<file path="src/rtl/core/cpa_pkg.sv">
// Shared constants, codes and types for the contiguous page allocator.
// No dependencies; imported by cpa_word_scan and contiguous_page_allocator.
`timescale 1ns / 1ps

package cpa_pkg;

   localparam int NUM_PAGES   = 256;
   localparam int WORD_BITS   = 16;
   localparam int NUM_WORDS   = NUM_PAGES / WORD_BITS;
   localparam int PAGE_IDX_W  = $clog2(NUM_PAGES);
   localparam int BIT_IDX_W   = $clog2(WORD_BITS);
   localparam int WORD_IDX_W  = PAGE_IDX_W - BIT_IDX_W;
   localparam int RUN_W       = $clog2(NUM_PAGES + 1);
   localparam int PAGE_SHIFT  = 12;
   localparam int ADDR_W      = 32;
   localparam int COUNT_W     = 16;
   localparam int STATUS_W    = 3;

   localparam logic [ADDR_W:0]   POOL_SPAN = (ADDR_W + 1)'(NUM_PAGES * 4096);
   localparam logic [ADDR_W-1:0] POOL_BASE_RESET =
      ADDR_W'(32'h0100_0000 - NUM_PAGES * 4096);

   localparam logic CMD_ALLOC = 1'b0;
   localparam logic CMD_FREE  = 1'b1;

   localparam logic [STATUS_W-1:0] ST_OK           = 3'd0;
   localparam logic [STATUS_W-1:0] ST_ZERO_COUNT   = 3'd1;
   localparam logic [STATUS_W-1:0] ST_NO_RUN       = 3'd2;
   localparam logic [STATUS_W-1:0] ST_NULL_ADDR    = 3'd3;
   localparam logic [STATUS_W-1:0] ST_OUT_OF_RANGE = 3'd4;
   localparam logic [STATUS_W-1:0] ST_DOUBLE_FREE  = 3'd5;

   typedef struct packed {
      logic                  hit;
      logic [PAGE_IDX_W-1:0] start;
      logic [RUN_W-1:0]      run;
      logic [PAGE_IDX_W-1:0] run_start;
   } scan_res_type;

endpackage

</file>
<file path="src/rtl/core/cpa_word_scan.sv">
// Evaluates one used-map word for the first-fit search, extending the free run
// carried in from lower words. Depends on cpa_pkg.
`timescale 1ns / 1ps

module cpa_word_scan
   import cpa_pkg::*;
(
   input  logic [WORD_BITS-1:0]  used_word,
   input  logic [WORD_IDX_W-1:0] word_idx,
   input  logic [RUN_W-1:0]      carry_run,
   input  logic [PAGE_IDX_W-1:0] carry_start,
   input  logic [RUN_W-1:0]      count,
   output scan_res_type          result
);

   logic [RUN_W-1:0]      len      [WORD_BITS];
   logic [PAGE_IDX_W-1:0] start_at [WORD_BITS];

   always_comb begin
      for (int k = 0; k < WORD_BITS; k++) begin
         logic                 all_free;
         logic [BIT_IDX_W-1:0] last_used;
         all_free  = 1'b1;
         last_used = '0;
         for (int j = 0; j <= k; j++) begin
            if (used_word[j]) begin
               all_free  = 1'b0;
               last_used = BIT_IDX_W'(j);
            end
         end
         if (all_free) begin
            len[k] = carry_run + RUN_W'(k + 1);
            if (carry_run != '0) begin
               start_at[k] = carry_start;
            end else begin
               start_at[k] = {word_idx, {BIT_IDX_W{1'b0}}};
            end
         end else begin
            len[k]      = RUN_W'(k) - RUN_W'(last_used);
            start_at[k] = {word_idx, BIT_IDX_W'(last_used + 1'b1)};
         end
      end
   end

   always_comb begin
      result.hit       = 1'b0;
      result.start     = '0;
      result.run       = len[WORD_BITS-1];
      result.run_start = start_at[WORD_BITS-1];
      for (int k = WORD_BITS - 1; k >= 0; k--) begin
         if (!used_word[k] && (len[k] >= count)) begin
            result.hit   = 1'b1;
            result.start = start_at[k];
         end
      end
   end

endmodule

</file>
<file path="src/rtl/core/contiguous_page_allocator.sv">
// First-fit allocator over a bitmap of page used bits kept in a word memory.
// Depends on cpa_pkg and cpa_word_scan.
//
//   channel  direction  contents
//   req_*    in         tuser command, tdata page_count and free_address
//   rsp_*    out        tdata status and alloc_address
//   csr_*    in         pool_base register write
//
// An allocate scans used-map words in order (up to 16) until a run fits, then
// rewrites each word it marks; a free clears the page's bit if set; a rejected
// command goes straight to done. Reset is synchronous and marks every page
// free through per-word valid bits, with no clearing pass. A new item is taken
// while a result waits in the output register; the next result waits for it.
`timescale 1ns / 1ps

module contiguous_page_allocator
   import cpa_pkg::*;
(
   input  logic        clock,
   input  logic        reset,
   input  logic        req_tvalid,
   output logic        req_tready,
   input  logic [47:0] req_tdata,   // page_count[15:0], free_address[47:16]
   input  logic        req_tuser,   // command[0]
   output logic        rsp_tvalid,
   input  logic        rsp_tready,
   output logic [39:0] rsp_tdata,   // status[2:0], alloc_address[34:3], zero[39:35]
   input  logic        csr_wr_en,
   input  logic [31:0] csr_wr_data
);

   localparam logic [2:0] S_IDLE     = 3'd0;
   localparam logic [2:0] S_SCAN     = 3'd1;
   localparam logic [2:0] S_MARK_RD  = 3'd2;
   localparam logic [2:0] S_MARK_WR  = 3'd3;
   localparam logic [2:0] S_FREE_CHK = 3'd4;
   localparam logic [2:0] S_DONE     = 3'd5;

   logic [2:0]            state_ff, state_in;
   logic [ADDR_W-1:0]     pool_base_ff;
   logic [RUN_W-1:0]      count_ff, count_in;
   logic [WORD_IDX_W-1:0] word_ff, word_in;
   logic [RUN_W-1:0]      run_ff, run_in;
   logic [PAGE_IDX_W-1:0] run_start_ff, run_start_in;
   logic [PAGE_IDX_W-1:0] start_ff, start_in;
   logic [PAGE_IDX_W-1:0] page_ff, page_in;
   logic [STATUS_W-1:0]   res_status_ff, res_status_in;
   logic [ADDR_W-1:0]     res_addr_ff, res_addr_in;
   logic                  rsp_valid_ff, rsp_valid_in;
   logic [STATUS_W-1:0]   rsp_status_ff;
   logic [ADDR_W-1:0]     rsp_addr_ff;

   logic [WORD_BITS-1:0]  used_mem [NUM_WORDS];
   logic [NUM_WORDS-1:0]  row_valid_ff;
   logic [WORD_BITS-1:0]  mem_rdata_ff;
   logic                  rd_valid_ff;
   logic                  mem_rd_en;
   logic [WORD_IDX_W-1:0] mem_rd_addr;
   logic                  mem_wr_en;
   logic [WORD_IDX_W-1:0] mem_wr_addr;
   logic [WORD_BITS-1:0]  mem_wr_data;
   logic [WORD_BITS-1:0]  used_word;

   logic                  accept;
   logic [COUNT_W-1:0]    req_count;
   logic [ADDR_W-1:0]     req_addr;
   logic [ADDR_W:0]       free_off;
   logic [ADDR_W:0]       pool_end;
   logic [PAGE_IDX_W-1:0] last_page;
   logic [WORD_BITS-1:0]  mark_mask;
   logic                  load_rsp;
   scan_res_type          scan_res;

   assign req_count = req_tdata[COUNT_W-1:0];
   assign req_addr  = req_tdata[COUNT_W +: ADDR_W];
   assign req_tready = (state_ff == S_IDLE);
   assign accept    = req_tvalid && req_tready;
   assign free_off  = {1'b0, req_addr} - {1'b0, pool_base_ff};
   assign pool_end  = {1'b0, pool_base_ff} + POOL_SPAN;
   assign used_word = rd_valid_ff ? mem_rdata_ff : '0;
   assign last_page = PAGE_IDX_W'(({1'b0, start_ff} + count_ff) - 1'b1);

   cpa_word_scan u_scan (
      .used_word   (used_word),
      .word_idx    (word_ff),
      .carry_run   (run_ff),
      .carry_start (run_start_ff),
      .count       (count_ff),
      .result      (scan_res)
   );

   always_comb begin
      for (int b = 0; b < WORD_BITS; b++) begin
         logic [PAGE_IDX_W-1:0] idx;
         idx          = {word_ff, BIT_IDX_W'(b)};
         mark_mask[b] = (idx >= start_ff) && (idx <= last_page);
      end
   end

   always_comb begin
      state_in      = state_ff;
      count_in      = count_ff;
      word_in       = word_ff;
      run_in        = run_ff;
      run_start_in  = run_start_ff;
      start_in      = start_ff;
      page_in       = page_ff;
      res_status_in = res_status_ff;
      res_addr_in   = res_addr_ff;
      mem_rd_en     = 1'b0;
      mem_rd_addr   = word_ff;
      mem_wr_en     = 1'b0;
      mem_wr_addr   = word_ff;
      mem_wr_data   = used_word | mark_mask;
      load_rsp      = 1'b0;
      case (state_ff)
         S_IDLE: begin
            if (accept) begin
               res_addr_in  = '0;
               word_in      = '0;
               run_in       = '0;
               run_start_in = '0;
               count_in     = RUN_W'(req_count);
               page_in      = free_off[PAGE_SHIFT +: PAGE_IDX_W];
               if (req_tuser == CMD_ALLOC) begin
                  if (req_count == '0) begin
                     res_status_in = ST_ZERO_COUNT;
                     state_in      = S_DONE;
                  end else if (req_count > COUNT_W'(NUM_PAGES)) begin
                     res_status_in = ST_NO_RUN;
                     state_in      = S_DONE;
                  end else begin
                     mem_rd_en   = 1'b1;
                     mem_rd_addr = '0;
                     state_in    = S_SCAN;
                  end
               end else begin
                  if (req_addr == '0) begin
                     res_status_in = ST_NULL_ADDR;
                     state_in      = S_DONE;
                  end else if ((req_addr < pool_base_ff) ||
                               ({1'b0, req_addr} >= pool_end)) begin
                     res_status_in = ST_OUT_OF_RANGE;
                     state_in      = S_DONE;
                  end else begin
                     mem_rd_en   = 1'b1;
                     mem_rd_addr = free_off[PAGE_SHIFT + BIT_IDX_W +: WORD_IDX_W];
                     state_in    = S_FREE_CHK;
                  end
               end
            end
         end
         S_SCAN: begin
            if (scan_res.hit) begin
               start_in = scan_res.start;
               word_in  = scan_res.start[PAGE_IDX_W-1 -: WORD_IDX_W];
               state_in = S_MARK_RD;
            end else if (word_ff == WORD_IDX_W'(NUM_WORDS - 1)) begin
               res_status_in = ST_NO_RUN;
               state_in      = S_DONE;
            end else begin
               mem_rd_en    = 1'b1;
               mem_rd_addr  = word_ff + 1'b1;
               word_in      = word_ff + 1'b1;
               run_in       = scan_res.run;
               run_start_in = scan_res.run_start;
            end
         end
         S_MARK_RD: begin
            mem_rd_en = 1'b1;
            state_in  = S_MARK_WR;
         end
         S_MARK_WR: begin
            mem_wr_en = 1'b1;
            if (word_ff == last_page[PAGE_IDX_W-1 -: WORD_IDX_W]) begin
               res_status_in = ST_OK;
               res_addr_in   = pool_base_ff + (ADDR_W'(start_ff) << PAGE_SHIFT);
               state_in      = S_DONE;
            end else begin
               word_in  = word_ff + 1'b1;
               state_in = S_MARK_RD;
            end
         end
         S_FREE_CHK: begin
            mem_wr_addr = page_ff[PAGE_IDX_W-1 -: WORD_IDX_W];
            mem_wr_data = used_word & ~(WORD_BITS'(1) << page_ff[BIT_IDX_W-1:0]);
            if (used_word[page_ff[BIT_IDX_W-1:0]]) begin
               mem_wr_en     = 1'b1;
               res_status_in = ST_OK;
            end else begin
               res_status_in = ST_DOUBLE_FREE;
            end
            state_in = S_DONE;
         end
         S_DONE: begin
            if (!rsp_valid_ff || rsp_tready) begin
               load_rsp = 1'b1;
               state_in = S_IDLE;
            end
         end
         default: begin
            state_in = S_IDLE;
         end
      endcase
   end

   always_comb begin
      if (load_rsp) begin
         rsp_valid_in = 1'b1;
      end else if (rsp_tready) begin
         rsp_valid_in = 1'b0;
      end else begin
         rsp_valid_in = rsp_valid_ff;
      end
   end

   always_ff @(posedge clock) begin
      if (mem_wr_en) begin
         used_mem[mem_wr_addr] <= mem_wr_data;
      end
      if (mem_rd_en) begin
         mem_rdata_ff <= used_mem[mem_rd_addr];
      end
   end

   always_ff @(posedge clock) begin
      if (reset) begin
         state_ff     <= S_IDLE;
         pool_base_ff <= POOL_BASE_RESET;
         rsp_valid_ff <= 1'b0;
         row_valid_ff <= '0;
         rd_valid_ff  <= 1'b0;
      end else begin
         state_ff     <= state_in;
         rsp_valid_ff <= rsp_valid_in;
         if (csr_wr_en) begin
            pool_base_ff <= csr_wr_data;
         end
         if (mem_wr_en) begin
            row_valid_ff[mem_wr_addr] <= 1'b1;
         end
         if (mem_rd_en) begin
            rd_valid_ff <= row_valid_ff[mem_rd_addr];
         end
      end
   end

   always_ff @(posedge clock) begin
      count_ff      <= count_in;
      word_ff       <= word_in;
      run_ff        <= run_in;
      run_start_ff  <= run_start_in;
      start_ff      <= start_in;
      page_ff       <= page_in;
      res_status_ff <= res_status_in;
      res_addr_ff   <= res_addr_in;
      if (load_rsp) begin
         rsp_status_ff <= res_status_ff;
         rsp_addr_ff   <= res_addr_ff;
      end
   end

   assign rsp_tvalid = rsp_valid_ff;
   assign rsp_tdata  = {5'b0, rsp_addr_ff, rsp_status_ff};

   a_accept_leaves_idle: assert property (@(posedge clock) disable iff (reset)
      accept |=> (state_ff != S_IDLE))
      else $error("accepted item did not start work");

   a_write_only_when_updating: assert property (@(posedge clock) disable iff (reset)
      mem_wr_en |-> ((state_ff == S_MARK_WR) || (state_ff == S_FREE_CHK)))
      else $error("used map written outside an update step");

   a_error_has_no_address: assert property (@(posedge clock) disable iff (reset)
      (rsp_valid_ff && (rsp_status_ff != ST_OK)) |-> (rsp_addr_ff == '0))
      else $error("failed command returned an address");

   a_load_only_when_free: assert property (@(posedge clock) disable iff (reset)
      (rsp_valid_ff && !rsp_tready) |-> !load_rsp)
      else $error("result overwrote a pending result");

endmodule
</file>
<file path="config.mk">
export PLATFORM = sky130hd
export DESIGN_NAME = contiguous_page_allocator
export DESIGN_NICKNAME = d
export VERILOG_FILES = /design/src/rtl/core/cpa_pkg.sv /design/src/rtl/core/cpa_word_scan.sv /design/src/rtl/core/contiguous_page_allocator.sv
export SDC_FILE = /design/constraint.sdc
export NUM_CORES = 1
export LEC_CHECK = 0
export BUFFER_PORTS_ARGS = -buffer_cell sky130_fd_sc_hd__buf_2
export CAP_MARGIN = 10
export CELL_PAD_IN_SITES_DETAIL_PLACEMENT = 1
export CELL_PAD_IN_SITES_GLOBAL_PLACEMENT = 1
export CORE_UTILIZATION = 52
export CTS_BUF_LIST = sky130_fd_sc_hd__clkbuf_8
export CTS_CLUSTER_SIZE = 16
export DETAILED_ROUTE_END_ITERATION = 7
export GPL_TIMING_DRIVEN = 0
export PLACE_DENSITY_LB_ADDON = 0.2
export REMOVE_ABC_BUFFERS = 1
export SYNTH_ARGS = -nofsm -noshare
export SYNTH_HDL_FRONTEND = slang
export SYNTH_SLANG_ARGS = --single-unit
</file>
<file path="constraint.sdc">
create_clock -name clock -period 7.65 [get_ports clock]
set_input_delay 1.9125 -clock clock [delete_from_list [all_inputs] [get_ports clock]]
set_output_delay 1.9125 -clock clock [all_outputs]
set_load 0.01 [all_outputs]
</file>
Word level (Yosys, flattened, before mapping)
Memory sizes are Yosys's and may differ from the RTL's. A register that Yosys moved wholly into a read port is not among the register bits. Index checks and enable logic that the tools add are counted.

Flip-flop bits (word level): 169. Memory bits (writable): 256. Input port bits: 86. Output and inout bits: 42. Logic and storage cells: 366. Memories: 1.

Add/sub/neg operators: 52. Order comparisons: 55. Equal/unequal tests: 17. Shift operators: 1. Multiplexer cells: 152. Bitwise operators: 4. Reduce and logical (&&, ||, !) cells: 69.

Memories: used_mem (depth 16, width 16, rd ports 1, clocked after Yosys merged registers in 1, write ports 1, line contiguous_page_allocator.sv:53) `logic [WORD_BITS-1:0] used_mem [NUM_WORDS];`.

Operator list (number): two-way mux 9 bit (35); two-way mux 8 bit (20); greater-or-equal comparator 9 bit (16); greater-or-equal comparator 8 bit (16); <= comparator 8 bit (16); two-way mux 4 bit (26); adder 9 x 4 -> 9 bit, second input constant (8); two-way mux 32 bit (2); case mux 32 bit (2 select lines) (1); adder 4 x 1 -> 4 bit, second input constant (15); two-way mux 3 bit (18); subtractor 4 x 4 -> 5 bit, first input constant (8); two-way mux 1 bit (37); adder 9 x 3 -> 9 bit, second input constant (4); logical AND 1 bit (34); adder 32 x 21 -> 33 bit, second input constant (1); greater-or-equal comparator 32 x 33 -> 1 bit (1); adder 32 x 20 -> 32 bit (1); zero test 32 bit (1); < comparator 32 bit (1); two-way mux 16 bit (2); bitwise OR 16 bit (2); subtractor 20 bit (1); subtractor 3 x 4 -> 5 bit, first input constant (4); 46 further kinds (80).

Longest topological paths before layout
Gate-level depths: netlist (run 1).

Depth after elaboration: 40. Gate-level depth with buffers: 29. Mapped depth without buffers: 24.

Modules after synthesis
Synthesis (run 1) repeated with hierarchy kept, for this count alone.

Cells, all modules: 2880. Area, all modules: 29440.7 µm².

By module, submodules not included: contiguous_page_allocator (times used 1, cells an instance 1636, area an instance 20973.9 µm², sequential area each 12712.2 µm²); cpa_word_scan (times used 1, cells an instance 1244, area an instance 8466.9 µm², sequential area each 0.0 µm²).

Least setup slack after synthesis (run 1)
Ideal clock, no wire load.

Path type: reg2reg. From: register mem_rdata_ff[0] (read register of used_mem). To: register mem_rdata_ff[14] (read register of used_mem), data pin. Setup time: 0.259 ns. Arrival: 5.277 ns. Required time: 7.391 ns. Slack: 2.114 ns. Cell stages (with the launch flop): 23. Buffers on the path: 6. Clock period less this slack: 5.536 ns. Cell sequence: edfxtp_1 > clkbuf_1 > o41ai_2 > nand2_1 > nor2_2 > nand2_1 > clkbuf_1 > clkbuf_1 > nor2_1 > ha_1 > a2111oi_0 > o211ai_1 > a211oi_2 > and3_1 > buf_4 > nor2_2 > o31a_1 > a311o_1 > buf_6 > buf_6 > mux4_2 > a22oi_1 > nand2_1.

RTL lines: start, declared (line contiguous_page_allocator.sv:55) `logic [WORD_BITS-1:0] mem_rdata_ff;`.

Worst setup path in the final report (run 1)
From: register run_ff[2]. To: register mem_rdata_ff[3] (read register of used_mem), data pin.

Cells in the longest elaborated chain, start to end: 22. Elaborated cells between the ends (all ways): 84. Classes of those cells: 16 x add/sub; 16 x order compare; 36 x mux; 16 x reduce/logical.

RTL lines: start, declared (line contiguous_page_allocator.sv:43) `logic [RUN_W-1:0] run_ff, run_in;`; start signal, assigned (line contiguous_page_allocator.sv:251) `run_ff <= run_in;`; adder 9 x 5 -> 9 bit (line cpa_word_scan.sv:32) `len[k] = carry_run + RUN_W'(k + 1);`; two-way mux 9 bit (line cpa_word_scan.sv:31) `if (all_free) begin`; greater-or-equal comparator 9 bit (line cpa_word_scan.sv:51) `if (!used_word[k] && (len[k] >= count)) begin`; logical AND 1 bit (line cpa_word_scan.sv:51); two-way mux 9 bit (15 in series) (line cpa_word_scan.sv:51); two-way mux 9 bit * (line cpa_word_scan.sv:51); two-way mux 1 bit or two-way mux 4 bit (tied branches) (line contiguous_page_allocator.sv:154) `if (scan_res.hit) begin`; case mux 1 bit (3 select lines) or case mux 4 bit (2 select lines) (tied branches) (line contiguous_page_allocator.sv:116) `case (state_ff)`.

Every way passes the cells marked *; elsewhere a longest branch is shown, timed or not. A chain may end at the register's enable or synchronous reset.

==> flow_metrics.py, run 1 <==
metrics = {
    "yosys": {
        "synth_edf_count": 388,
        "synth_top_area_cell": "edfxtp_1",
        "yosysSeqAreaShare_pct": 45.53,
        "synth_cells": 2654,
        "ys_ff_latch": 441,
        "synth_area_um2": 27920,
        "yosys_most_used_dff": "edfxtp_1",
        "yosys_warnings": 0,
        "synth_top_area_share_pct": 41.73,
        "avgSynthCellArea_um2": 10.52,
        "synth-xor-area-share_pct": 3.858,
        "yosys-top-cells-area": "edfxtp_1 (42%), ha_1 (11%), mux4_2 (5.2%)",
        "yosys.area_share.simple_pct": 13.39,
        "synthAdderAreaFrac_pct": 11.26,
        "synthDistinctLibCells": 88,
        "synth_top_family_by_area": "compound AO/OA/AOI/OAI gates",
        "synth_compound_area_share_pct": 15.04,
        "async_flop_share_pct": 0,
        "synthMuxAreaShare_pct": 7.376,
    },
    "placement": {
        "gp_congestion": 0.9714,
        "post-dp-hpwl_um": 73990,
        "dpl-instance-area_um2": 29530,
        "port_buffers": 122,
    },
    "final_layout": {
        "fin_util_pct": 59.25,
        "final_cell_mix": "edfxtp_1 (388), nor2_1 (295), ha_1 (247)",
        "final_nets": 3123,
        "final_common_cell": "edfxtp_1",
        "areaGrowthSynthToFinish_pct": 11.96,
        "fin_area_um2": 31260,
        "drive_above_1_share_pct": 14.76,
    },
    "hold_path": {
        "hold_path_class": "reg2reg",
    },
    "critical_path": {
        "arrival_ns": 7.89,
        "critPathCaptureType": "flop",
        "cp_data_required_time_ns": 8.02,
        "ff2ff_setup_slack_ns": 0.14,
        "path_class": "reg2reg",
        "path_max_fanout": 36,
        "worstSetupStartpointType": "flop",
    },
    "clocking": {
        "htreeDepth": 3,
        "clock_latency_ns": 0.67,
        "clkSinkCount": 441,
        "cts_root_buf": "clkbuf_8",
        "clock_path_buffers": 3,
        "cts_hold_buf": 0,
        "cts_tree": "yes",
        "cts_made_buffers": 73,
        "cts.clk_slew.worst_paths_ns": 0.07,
    },
    "sta": {
        "skew_ns": 0.03474,
        "fmax_ghz": 0.1331,
        "fin_crit_ns": 7.512,
        "fin_setup_tns_ns": 0,
        "final-setup-viol-count": 0,
        "fin_crit_sh_pct": 98.19,
        "drv_slew": 0,
        "worst_hold_slack_ns": 0.4131,
        "relSlewSlack_pct": 14.70,
        "hold_viol": 0,
        "tightest_slew_ns": 1.244,
    },
    "drt": {
        "via_per_inst": 6.575,
        "drtIter0Drc": 1740,
        "met2_wirelength_um": 49200,
        "dr.pass1.iters": 7,
        "ant_nets": 0,
        "drt-met1-wl_um": 39190,
        "wl_per_cell_um": 28.29,
        "drcViolationCount": 0,
        "via_count": 23240,
        "drt-total-wl_um": 99970,
        "wl_met3_um": 5773,
        "top_layer": "met4",
    },
    "global_routing": {
        "track_usage_pct": 36.49,
        "antenna_found_initial": 0,
        "grt_pass1_wl_um": 147000,
        "grt_pass1_vias": 24120,
        "grt_max_degree": 53,
        "gr-total-overflow": 0,
    },
    "outcome": {
        "outcome": "finished, final reports clean",
    },
    "die": {
        "die_h_um": 233.7,
        "chipWidth_um": 233.7,
        "initial_utilization_pct": 52.92,
        "rows": 84,
        "io_pins": 128,
        "die-area_um2": 54630,
        "core_area_um2": 52760,
    },
    "run": {
        "maxCapViolCount": 0,
    },
}
[metrics by stage]
| stage | worst slack, ns | cells |
|---|---|---|
| floorplan | -6.599 | 2530 |
| global placement | -12.46 | 3340 |
| detailed placement | -0.7847 | 3383 |
| CTS | 0.02746 | 3517 |
| global route | -0.02995 | 3533 |
| finish | 0.1383 | 3534 |
[path summary, 6_finish.rpt]
path | cells after the start | endpoint | start
setup / recovery | 21 | mem_rdata_ff[3]$_DFFE_PP_ | run_ff[2]$_SDFFCE_PN0P_
hold / removal | 0 | rsp_addr_ff[7]$_DFFE_PP_ | res_addr_ff[7]$_SDFFCE_PP0P_
setup reg to reg | 21 | mem_rdata_ff[3]$_DFFE_PP_ | run_ff[2]$_SDFFCE_PN0P_
hold reg to reg | 0 | rsp_addr_ff[7]$_DFFE_PP_ | res_addr_ff[7]$_SDFFCE_PP0P_
[per-layer routing]
metal / track usage, % / vias up
li1: - / 10230
met1: 43.81 / 11710
met2: 62.63 / 973
met3: 5.371 / 319
met4: 20.66 / 0
met5: 0 / -
[synthesized netlist by cell type (25+ instances only)]
master and n:
a21oi_1 171, a22oi_1 39, clkbuf_1 90, dfxtp_1 53, edfxtp_1 388, ha_1 248
inv_1 108, mux2i_1 49, mux4_2 64, nand2_1 222, nand3_1 50, nor2_1 318
nor2b_1 42, nor3_1 50, o211ai_1 28, o21ai_0 156, xnor2_1 98, xor2_1 25
[cell type report]
cell class | instances | area [µm²]
clock inverters | 58 | 430.4
diodes | 1 | 2.502
inverters | 112 | 420.4
fillers | 5679 | 21500
well taps | 688 | 860.8
flip-flops and latches | 441 | 12720
multi-input cells | 1978 | 14490
repair buffers | 181 | 1315
clock buffers | 75 | 1032
[cell families after synthesis]
kind of cell | count (synthesis)
xor+xnor | 123
fa+ha+maj | 250
flops | 441
compound gates | 652
mux | 119
simple gates | 828
buf+inv | 240
other cells | 1
[flip-flops by register name, indices dropped and copies added, names as in the netlist, 4 cells and up]
signal / flops
word_ff: 4
run_ff: 9
res_addr_ff: 32
row_valid_ff: 16
run_start_ff: 8
rsp_addr_ff: 32
used_mem: 256
page_ff: 8
mem_rdata_ff: 16
count_ff: 9
pool_base_ff: 32
start_ff: 8
[critical path, cell delays in order (launching register included)]
cell and delay, ns:
edfxtp_1 0.82, inv_1 0.49, ha_1 0.36, nand2_1 0.07, nand2_1 0.10, a21oi_1 0.61
xnor2_1 0.20, nor2_1 0.08, ha_1 0.19, or4_1 0.53, a21oi_1 0.18, o21ai_0 0.19
nand3_2 0.26, and4b_1 0.36, and3_1 0.39, nor2_2 0.21, o31a_1 0.47, a311o_2 0.62
buf_12 0.28, mux4_2 0.32, a22oi_1 0.23, nand2_1 0.19
[what timing repair did]
action / CTS / global route
endpoints found under the hold margin: 0 / 0
pin swaps: 0 / 3
setup endpoints to repair: 17 / 17
setup buffers: 0 / 15
gates resized for setup: 18 / 10
gates cloned: 1 / 0
Power of run 1 is not shown: default switching activity piles up to over one toggle a cycle in this logic, so the estimate is an artifact.
==> inputs of run 2 (changes only) <==
--- a/config.mk
+++ b/config.mk
@@ -9,7 +9,7 @@
 export CAP_MARGIN = 10
 export CELL_PAD_IN_SITES_DETAIL_PLACEMENT = 1
 export CELL_PAD_IN_SITES_GLOBAL_PLACEMENT = 1
-export CORE_UTILIZATION = 52
+export CORE_UTILIZATION = 45
 export CTS_BUF_LIST = sky130_fd_sc_hd__clkbuf_8
 export CTS_CLUSTER_SIZE = 16
 export DETAILED_ROUTE_END_ITERATION = 7
==> run 2 against run 1 <==
Against the previous run:
- global-route usage shrank 5.4 points
- clock-buffer cell count grew 1
- clock skew is 0.0040 ns lower
- largest cell class unchanged
==> flow_metrics.py, run 2 (same netlist as run 1, synthesis figures left out) <==
metrics = {
    "outcome": {
        "outcome": "finished, final reports clean",
    },
    "critical_path": {
        "cp_data_required_time_ns": 8.00,
        "critPathCaptureType": "flop",
        "path_class": "reg2reg",
        "endpoint": "mem_rdata_ff[2]$_DFFE_PP_",
        "path_max_fanout": 28,
        "r2r_end": "mem_rdata_ff[2]$_DFFE_PP_",
        "worstSetupStartpointType": "flop",
        "r2r_start": "mem_rdata_ff[0]$_DFFE_PP_",
        "reg2reg_depth": 21,
        "arrival_ns": 7.68,
        "ff2ff_setup_slack_ns": 0.32,
        "crit_start": "mem_rdata_ff[0]$_DFFE_PP_",
    },
    "global_routing": {
        "grt.busiest_layer": "met2",
        "grt_max_degree": 53,
        "track_usage_pct": 31.05,
        "gr-total-overflow": 0,
        "antenna_found_initial": 2,
        "gr-usage-met2_pct": 53.35,
        "grt_pass1_wl_um": 147200,
        "grt_use_met1_pct": 39.63,
        "grt.met3_usage_pct": 3.438,
        "grt_pass1_vias": 23890,
    },
    "sta": {
        "fin_crit_ns": 7.327,
        "relSlewSlack_pct": 20.15,
        "fin_crit_sh_pct": 95.78,
        "final-setup-viol-count": 0,
        "hold_viol": 0,
        "fmax_ghz": 0.1365,
        "skew_ns": 0.03077,
        "drv_slew": 0,
        "rsz0062_at_grt": "false",
        "fin_setup_tns_ns": 0,
        "tightest_slew_ns": 1.188,
    },
    "hold_path": {
        "hold_path_class": "reg2reg",
    },
    "die": {
        "initial_utilization_pct": 45.92,
        "die-area_um2": 63050,
        "io_pins": 128,
        "chipWidth_um": 251.1,
        "rows": 90,
        "die_h_um": 251.1,
        "core_area_um2": 60810,
    },
    "final_layout": {
        "areaGrowthSynthToFinish_pct": 12.08,
        "max_flop_register": "used_mem",
        "multi_input_area_um2": 14480,
        "drive_above_1_share_pct": 14.45,
        "final_cell_mix": "edfxtp_1 (388), nor2_1 (295), ha_1 (247)",
        "fill_cells": 6644,
        "fin_util_pct": 51.47,
        "final_cells": 3622,
        "final_nets": 3118,
        "regArea_um2": 12710,
        "final_common_cell": "edfxtp_1",
        "largest_reg_flops": 256,
    },
    "clocking": {
        "clkSinkCount": 441,
        "cts.clk_slew.worst_paths_ns": 0.06,
        "cts_made_buffers": 72,
        "clock_path_buffers": 3,
        "cts_hold_buf": 0,
        "cts_root_buf": "clkbuf_8",
        "cts_tree": "yes",
        "clock_latency_ns": 0.65,
        "htreeDepth": 3,
    },
    "drt": {
        "via_per_inst": 6.313,
        "ant_nets": 0,
        "wl_per_cell_um": 26.99,
        "drcViolationCount": 0,
        "drtIter0Drc": 1556,
        "dr.pass1.iters": 6,
        "via_count": 22870,
        "drt-total-wl_um": 97750,
    },
    "run": {
        "maxCapViolCount": 0,
    },
    "placement": {
        "post-dp-hpwl_um": 74440,
        "port_buffers": 122,
        "gp_congestion": 0.9460,
        "dpl.cell_count": 3479,
    },
}
==> run 2: how the worst min path moves through the flow <==
| stage | from | end | slack, ns | depth (start not counted) |
|---|---|---|---|---|
| floorplan | res_addr_ff[0]$_SDFFCE_PP0P_ | rsp_addr_ff[0]$_DFFE_PP_ | 0.40 | 0 |
| global placement | res_addr_ff[2]$_SDFFCE_PP0P_ | rsp_addr_ff[2]$_DFFE_PP_ | 0.40 | 0 |
| detailed placement | res_addr_ff[3]$_SDFFCE_PP0P_ | rsp_addr_ff[3]$_DFFE_PP_ | 0.41 | 0 |
| CTS | res_addr_ff[5]$_SDFFCE_PP0P_ | rsp_addr_ff[5]$_DFFE_PP_ | 0.41 | 0 |
| global route | res_addr_ff[5]$_SDFFCE_PP0P_ | rsp_addr_ff[5]$_DFFE_PP_ | 0.42 | 0 |
| finish | res_addr_ff[0]$_SDFFCE_PP0P_ | rsp_addr_ff[0]$_DFFE_PP_ | 0.42 | 0 |
==> run 2: worst max-delay path: stages, from the launching register on <==
cell and delay [ns]:
edfxtp_1 0.55, o41a_2 0.79, nor2_4 0.33, nand2_1 0.33, nor2_4 0.39, a21boi_0 0.20
nand2_1 0.15, ha_1 0.25, nor2b_1 0.13, o21ai_0 0.11, a41oi_1 0.38, o22a_1 0.39
and4b_1 0.35, and3_1 0.36, nor2_2 0.19, o31a_1 0.38, a311o_2 0.57, buf_12 0.26
buf_12 0.18, mux4_2 0.31, a22oi_1 0.22, nand2_1 0.15
==> run 2: area by class of cell <==
type,instances,share of cell area [%]
Timing Repair Buffer,178,4.302
Clock inverter,53,0.9755
Sequential cell,441,40.62
Multi-Input combinational cell,1977,46.26
Clock buffer,76,3.342
Inverter,112,1.343
Antenna cell,3,0.02399
Tap cell,782,3.126
==> run 2: timing repair <==
action	CTS	global route
gates cloned	0	0
endpoints found under the setup margin	17	17
setup buffers	2	5
resized for setup	11	12
pin swaps	1	2
==> run 2: per-stage QoR <==
step	instance area, µm²	setup slack (ns)	hold WS, ns
floorplan	27370	-6.599	0.4003
global placement	28960	-13.04	0.4021
detailed placement	29740	-0.9415	0.4052
CTS	31160	0.03444	0.4146
global route	31290	0.01094	0.4205
finish	31300	0.3226	0.4186
==> run 2: layer usage <==
metal | wire [µm] | share of wire [%]
met1 | 39910 | 41
met2 | 48210 | 49
met3 | 5619 | 5.7
met4 | 4003 | 4.1
met5 | 0 | 0
Power of run 2 is left out for the same reason.
